--- src/rtl/core/kmst_pkg.sv ---
// Shared definitions for the Kruskal spanning-forest weight unit.
// Holds default sizes, the controller states, datapath commands and status.
// No dependencies.
package kmst_pkg;

    localparam int MAX_EDGES_DEF   = 1024;
    localparam int NODE_COUNT_DEF  = 256;
    localparam int WEIGHT_BITS_DEF = 16;

    localparam int LABEL_W   = 8;
    localparam int SUM_OUT_W = 24;
    localparam int RANK_W    = 4;
    localparam logic [RANK_W-1:0] RANK_MAX = 4'd15;

    typedef enum logic [4:0] {
        ST_LOAD,
        ST_PASS_INIT,
        ST_PASS_FIRST,
        ST_PASS_RD,
        ST_PASS_CMP,
        ST_PASS_END,
        ST_UF_INIT,
        ST_EDGE_RD,
        ST_EDGE_LD,
        ST_FIND_RD,
        ST_FIND_CHK,
        ST_COMP_RD,
        ST_COMP_CHK,
        ST_JOIN,
        ST_JOIN2,
        ST_EMIT
    } state_t;

    typedef enum logic [4:0] {
        OP_NONE,
        OP_LOAD,
        OP_PASS_INIT,
        OP_PASS_FIRST,
        OP_PASS_RD,
        OP_PASS_CMP,
        OP_PASS_END,
        OP_UF_INIT,
        OP_EDGE_RD,
        OP_EDGE_LD,
        OP_FIND_RD,
        OP_FIND_CHK,
        OP_COMP_RD,
        OP_COMP_CHK,
        OP_JOIN,
        OP_JOIN2,
        OP_EMIT
    } op_t;

    typedef struct packed {
        logic empty;
        logic idx_lt;
        logic idx_inc_lt;
        logic swapped;
        logic edges_done;
        logic at_root;
        logic comp_stop;
        logic side;
        logic same_root;
        logic need_j2;
        logic out_busy;
    } status_t;

endpackage

--- src/rtl/core/kmst_ctrl.sv ---
// Controller state machine for the Kruskal spanning-forest weight unit.
// Depends on kmst_pkg for states, commands and status.
module kmst_ctrl
(
    input  logic               clk,
    input  logic               rst_n,
    input  logic               in_valid,
    input  logic               last_edge,
    input  kmst_pkg::status_t  status,
    output logic               in_ready,
    output kmst_pkg::op_t      op
);

    kmst_pkg::state_t state_reg;
    kmst_pkg::state_t state_next;

    always_ff @(posedge clk or negedge rst_n)
    begin
        if (!rst_n)
        begin
            state_reg <= kmst_pkg::ST_LOAD;
        end
        else
        begin
            state_reg <= state_next;
        end
    end

    always_comb
    begin
        state_next = state_reg;
        op         = kmst_pkg::OP_NONE;
        in_ready   = 1'b0;
        case (state_reg)
            kmst_pkg::ST_LOAD:
            begin
                in_ready = 1'b1;
                if (in_valid)
                begin
                    op = kmst_pkg::OP_LOAD;
                    if (last_edge)
                    begin
                        state_next = kmst_pkg::ST_PASS_INIT;
                    end
                end
            end
            kmst_pkg::ST_PASS_INIT:
            begin
                if (status.empty)
                begin
                    state_next = kmst_pkg::ST_UF_INIT;
                end
                else
                begin
                    op         = kmst_pkg::OP_PASS_INIT;
                    state_next = kmst_pkg::ST_PASS_FIRST;
                end
            end
            kmst_pkg::ST_PASS_FIRST:
            begin
                op         = kmst_pkg::OP_PASS_FIRST;
                state_next = status.idx_lt ? kmst_pkg::ST_PASS_RD : kmst_pkg::ST_PASS_END;
            end
            kmst_pkg::ST_PASS_RD:
            begin
                op         = kmst_pkg::OP_PASS_RD;
                state_next = kmst_pkg::ST_PASS_CMP;
            end
            kmst_pkg::ST_PASS_CMP:
            begin
                op         = kmst_pkg::OP_PASS_CMP;
                state_next = status.idx_inc_lt ? kmst_pkg::ST_PASS_RD : kmst_pkg::ST_PASS_END;
            end
            kmst_pkg::ST_PASS_END:
            begin
                op         = kmst_pkg::OP_PASS_END;
                state_next = status.swapped ? kmst_pkg::ST_PASS_INIT : kmst_pkg::ST_UF_INIT;
            end
            kmst_pkg::ST_UF_INIT:
            begin
                op         = kmst_pkg::OP_UF_INIT;
                state_next = kmst_pkg::ST_EDGE_RD;
            end
            kmst_pkg::ST_EDGE_RD:
            begin
                if (status.edges_done)
                begin
                    state_next = kmst_pkg::ST_EMIT;
                end
                else
                begin
                    op         = kmst_pkg::OP_EDGE_RD;
                    state_next = kmst_pkg::ST_EDGE_LD;
                end
            end
            kmst_pkg::ST_EDGE_LD:
            begin
                op         = kmst_pkg::OP_EDGE_LD;
                state_next = kmst_pkg::ST_FIND_RD;
            end
            kmst_pkg::ST_FIND_RD:
            begin
                op         = kmst_pkg::OP_FIND_RD;
                state_next = kmst_pkg::ST_FIND_CHK;
            end
            kmst_pkg::ST_FIND_CHK:
            begin
                op         = kmst_pkg::OP_FIND_CHK;
                state_next = status.at_root ? kmst_pkg::ST_COMP_RD : kmst_pkg::ST_FIND_RD;
            end
            kmst_pkg::ST_COMP_RD:
            begin
                op         = kmst_pkg::OP_COMP_RD;
                state_next = kmst_pkg::ST_COMP_CHK;
            end
            kmst_pkg::ST_COMP_CHK:
            begin
                op = kmst_pkg::OP_COMP_CHK;
                if (!status.comp_stop)
                begin
                    state_next = kmst_pkg::ST_COMP_RD;
                end
                else if (status.side)
                begin
                    state_next = kmst_pkg::ST_JOIN;
                end
                else
                begin
                    state_next = kmst_pkg::ST_FIND_RD;
                end
            end
            kmst_pkg::ST_JOIN:
            begin
                op = kmst_pkg::OP_JOIN;
                if (!status.same_root && status.need_j2)
                begin
                    state_next = kmst_pkg::ST_JOIN2;
                end
                else
                begin
                    state_next = kmst_pkg::ST_EDGE_RD;
                end
            end
            kmst_pkg::ST_JOIN2:
            begin
                op         = kmst_pkg::OP_JOIN2;
                state_next = kmst_pkg::ST_EDGE_RD;
            end
            kmst_pkg::ST_EMIT:
            begin
                if (!status.out_busy)
                begin
                    op         = kmst_pkg::OP_EMIT;
                    state_next = kmst_pkg::ST_LOAD;
                end
            end
            default:
            begin
                state_next = kmst_pkg::ST_LOAD;
            end
        endcase
    end

endmodule

--- config.mk ---
export PLATFORM = sky130hd
export DESIGN_NAME = kmst_ctrl
export DESIGN_NICKNAME = d
export VERILOG_FILES = /design/src/rtl/core/kmst_pkg.sv /design/src/rtl/core/kmst_ctrl.sv
export SDC_FILE = /design/constraint.sdc
export NUM_CORES = 1
export LEC_CHECK = 0
export ABC_AREA = 1
export ABC_CLOCK_PERIOD_IN_PS = 1300
export BUFFER_PORTS_ARGS = -buffer_cell sky130_fd_sc_hd__buf_4
export CAP_MARGIN = 20
export CORE_ASPECT_RATIO = 0.7
export CORE_MARGIN = 4
export CORE_UTILIZATION = 25
export DETAILED_ROUTE_END_ITERATION = 6
export HOLD_SLACK_MARGIN = 0.12
export SLEW_MARGIN = 20
export SYNTH_ARGS = -nofsm -noshare
export SYNTH_HDL_FRONTEND = slang
export SYNTH_SLANG_ARGS = --single-unit
--- constraint.sdc ---
create_clock -name clk -period 1.3 [get_ports clk]
set_input_delay 0 -clock clk [delete_from_list [all_inputs] [get_ports clk]]
set_output_delay 0 -clock clk [all_outputs]
set_load 0.005 [all_outputs]
==> flow_summary.json <==
{
  "yosys-top-cells-count": "nand2_1 (25), nand3_1 (12), nor2_1 (11)",
  "fp-row-count": 12,
  "final-setup-viol-count": 1,
  "coreArea_sq_um": 1680,
  "place.port_buffers": 20,
  "antenna_found_initial": 0,
  "gp_congestion": 0.837,
  "wl_per_cell_um": 12.7,
  "grt_remaining_overflow": 0,
  "vias": 698,
  "status": "finished with violations",
  "post-route-cell-area_sq_um": 865,
  "netlist_area_sq_um": 470,
  "cts_root_buf": "clkbuf_4",
  "htreeDepth": 1,
  "path_clk_slew_ns": 0.04,
  "n_antenna_cell": 0,
  "synth-seq-cells": 4,
  "worst_pin_slew_ns": 0.353,
  "timing.fmax_mhz": 732,
  "ioPinCount": 21,
  "seq_area_frac_synth": 0.213,
  "hold_path_class": "input port to flip-flop",
  "violations": "negative setup slack",
  "place_hpwl_um": 1190,
  "avgSynthCellArea_sq_um": 5.88,
  "yosys_warnings": 0,
  "min_period_ns": 1.37,
  "p_leak_nw": 0.453,
  "critPathSlowestCell": "dfrtp_2",
  "grtUsageTotal": 0.129,
  "fin_skew_ns": 0.00840,
  "grt_max_degree": 9,
  "min_from": "status[4]",
  "hold_viol": 0,
  "drcViolationCount": 0,
  "viasPerCell": 4.92,
  "ctsLongestPathBuffers": 2,
  "cp-startpoint": "state_reg[2]$_DFFE_PN0P_",
  "fp.dieW_um": 59.9,
  "maxCapViolCount": 0,
  "slew_violations": 0,
  "nets": 138,
  "synth_fp_nets": 95,
  "post_dp_cell_area_sq_um": 642,
  "worstPathCellList": "buf_4 > nor4_1 > buf_4",
  "synth_top_cells_by_area": "dfrtp_1 (21%), nand2_1 (20%), nand3_1 (13%)",
  "holdWs_ns": 0.136,
  "post-route-period-util": 1.05,
  "end_kind": "primary output",
  "cp_common_cell": "buf_4",
  "synth_edf_count": 0,
  "required_ns": 1.30,
  "synth_top_area_share": 0.213,
  "largest_reg_flops": 4,
  "ir_worst_vdd_uv": 858,
  "yosysTopAreaCell": "dfrtp_1",
  "synth.distinct_cells": 22,
  "detail_route.iter0.violations": 20,
  "worst-setup-path-type": "flip-flop to primary output",
  "async_flop_share": 1.00,
  "slew_headroom": 0.763,
  "finalWorstSetupSlack_ns": -0.0664,
  "grt_pass1_vias": 648,
  "cp-start-kind": "flip-flop",
  "syn-instance-count": 80,
  "worstSkewPairLatency_ns": 0.24,
  "cts_tree": "built",
  "synthMostInstantiatedCell": "nand2_1",
  "antenna_left": 0,
  "grt_first_pass_wirelength_um": 2630,
  "drive_gt1_frac": 0.405,
  "powerDensity_nw_per_um2": 2150,
  "timing.critical_path.buf_inv": 2,
  "cts_made_buffers": 3,
  "r2r-start": "state_reg[0]$_DFFE_PN0P_",
  "crit_family": "flip-flops",
  "drt_wl_total_um": 1800,
  "rrSetupSlack_ns": 0.07,
  "total_power_mw": 1.86,
  "dieArea_sq_um": 2650,
  "worstPathArrival_ns": 1.37,
  "area_growth_pct": 83.8,
  "first_pass_iters": 4,
  "die_h_um": 44.3,
  "synthFlopType": "dfrtp_1",
  "cp_slowest_stage_delay_ns": 0.46,
  "crit_fanout": 4,
  "cts.sinks": 4,
  "start_util": 0.280
}
worst register-to-register path, cell delays in order (launching register included):
cell and delay, ns:
dfrtp_2 0.45, buf_4 0.17, nor2_4 0.16, nand3_1 0.10, nand2_1 0.08, inv_1 0.04, o21ai_1 0.06, nand2_1 0.06
routing by layer:
layer	part of all wire	wire (um)	vias to the layer above	global-route usage
met5	0	0	-	0
met4	0.017	30	0	0.0796
met3	0.085	153	4	0.0117
met2	0.48	867	42	0.205
met1	0.42	753	306	0.168
li1	-	-	346	-
power breakdown:
part / switching [mW] / leakage [nW] / total [mW] / internal, mW
combinational: 0.686 / 0.396 / 1.33 / 0.648
clock: 0.0537 / 0.0138 / 0.157 / 0.103
sequential: 0.166 / 0.0440 / 0.372 / 0.206
layout by cell type (no fill, tap or decap):
master,count
nand3_4,1
nand2_4,1
nor4_1,1
nand3_1,12
o221ai_2,1
clkbuf_4,3
nand4_1,1
buf_6,1
inv_4,1
o21ai_1,2
dfrtp_2,4
dlygate4sd3_1,9
nand3b_1,3
o211ai_1,1
nor3_1,1
inv_1,6
nor2_2,1
nand2_2,1
a21oi_1,2
o2111ai_1,1
clkinv_2,1
nand2_1,24
nor2_4,3
inv_2,2
buf_4,29
nor2_1,9
logic make-up after synthesis:
family / after synthesis / synth area share
buf+inv: 11 / 0.0931
simple gates: 58 / 0.598
compound gates: 7 / 0.0957
flops: 4 / 0.213
per-stage QoR:
stage	std cells	util	setup WS (ns)	TNS (ns)
after floorplan	80	-	0.166	0
after detailed placement	120	0.382	-0.0206	-0.0206
after global placement	120	0.382	-0.0381	-0.0381
final	142	0.514	-0.0664	-0.0664
after CTS	134	0.466	0.00114	0
after global routing	142	0.514	-0.0496	-0.0587
path summary, 6_finish.rpt:
path                                                 end  cells after the start
worst min-delay path            state_reg[1]$_DFFE_PN0P_                      4
worst max-delay path                            in_ready                      3
min in group asynchronous       state_reg[1]$_DFFE_PN0P_                      3
worst max register to register  state_reg[0]$_DFFE_PN0P_                      7
worst min register to register  state_reg[3]$_DFFE_PN0P_                      2
max in group asynchronous       state_reg[3]$_DFFE_PN0P_                      3
layout make-up:
class	instances	area [sq um]
Clock buffer	3	22.5
Sequential cell	4	105
Inverter	10	41.3
Tap cell	21	26.3
Fill cell	161	817
Timing Repair Buffer	39	319
Multi-Input combinational cell	65	350
timing repair:
item                                    CTS  global route
resized for setup                         6             8
hold buffers                              9             0
pin swaps                                 1             7
buffers inserted                          2             8
hold endpoints to repair                  8             0
endpoints found under the setup margin    3             5
No activity file was read; power rests on OpenSTA's default activity.
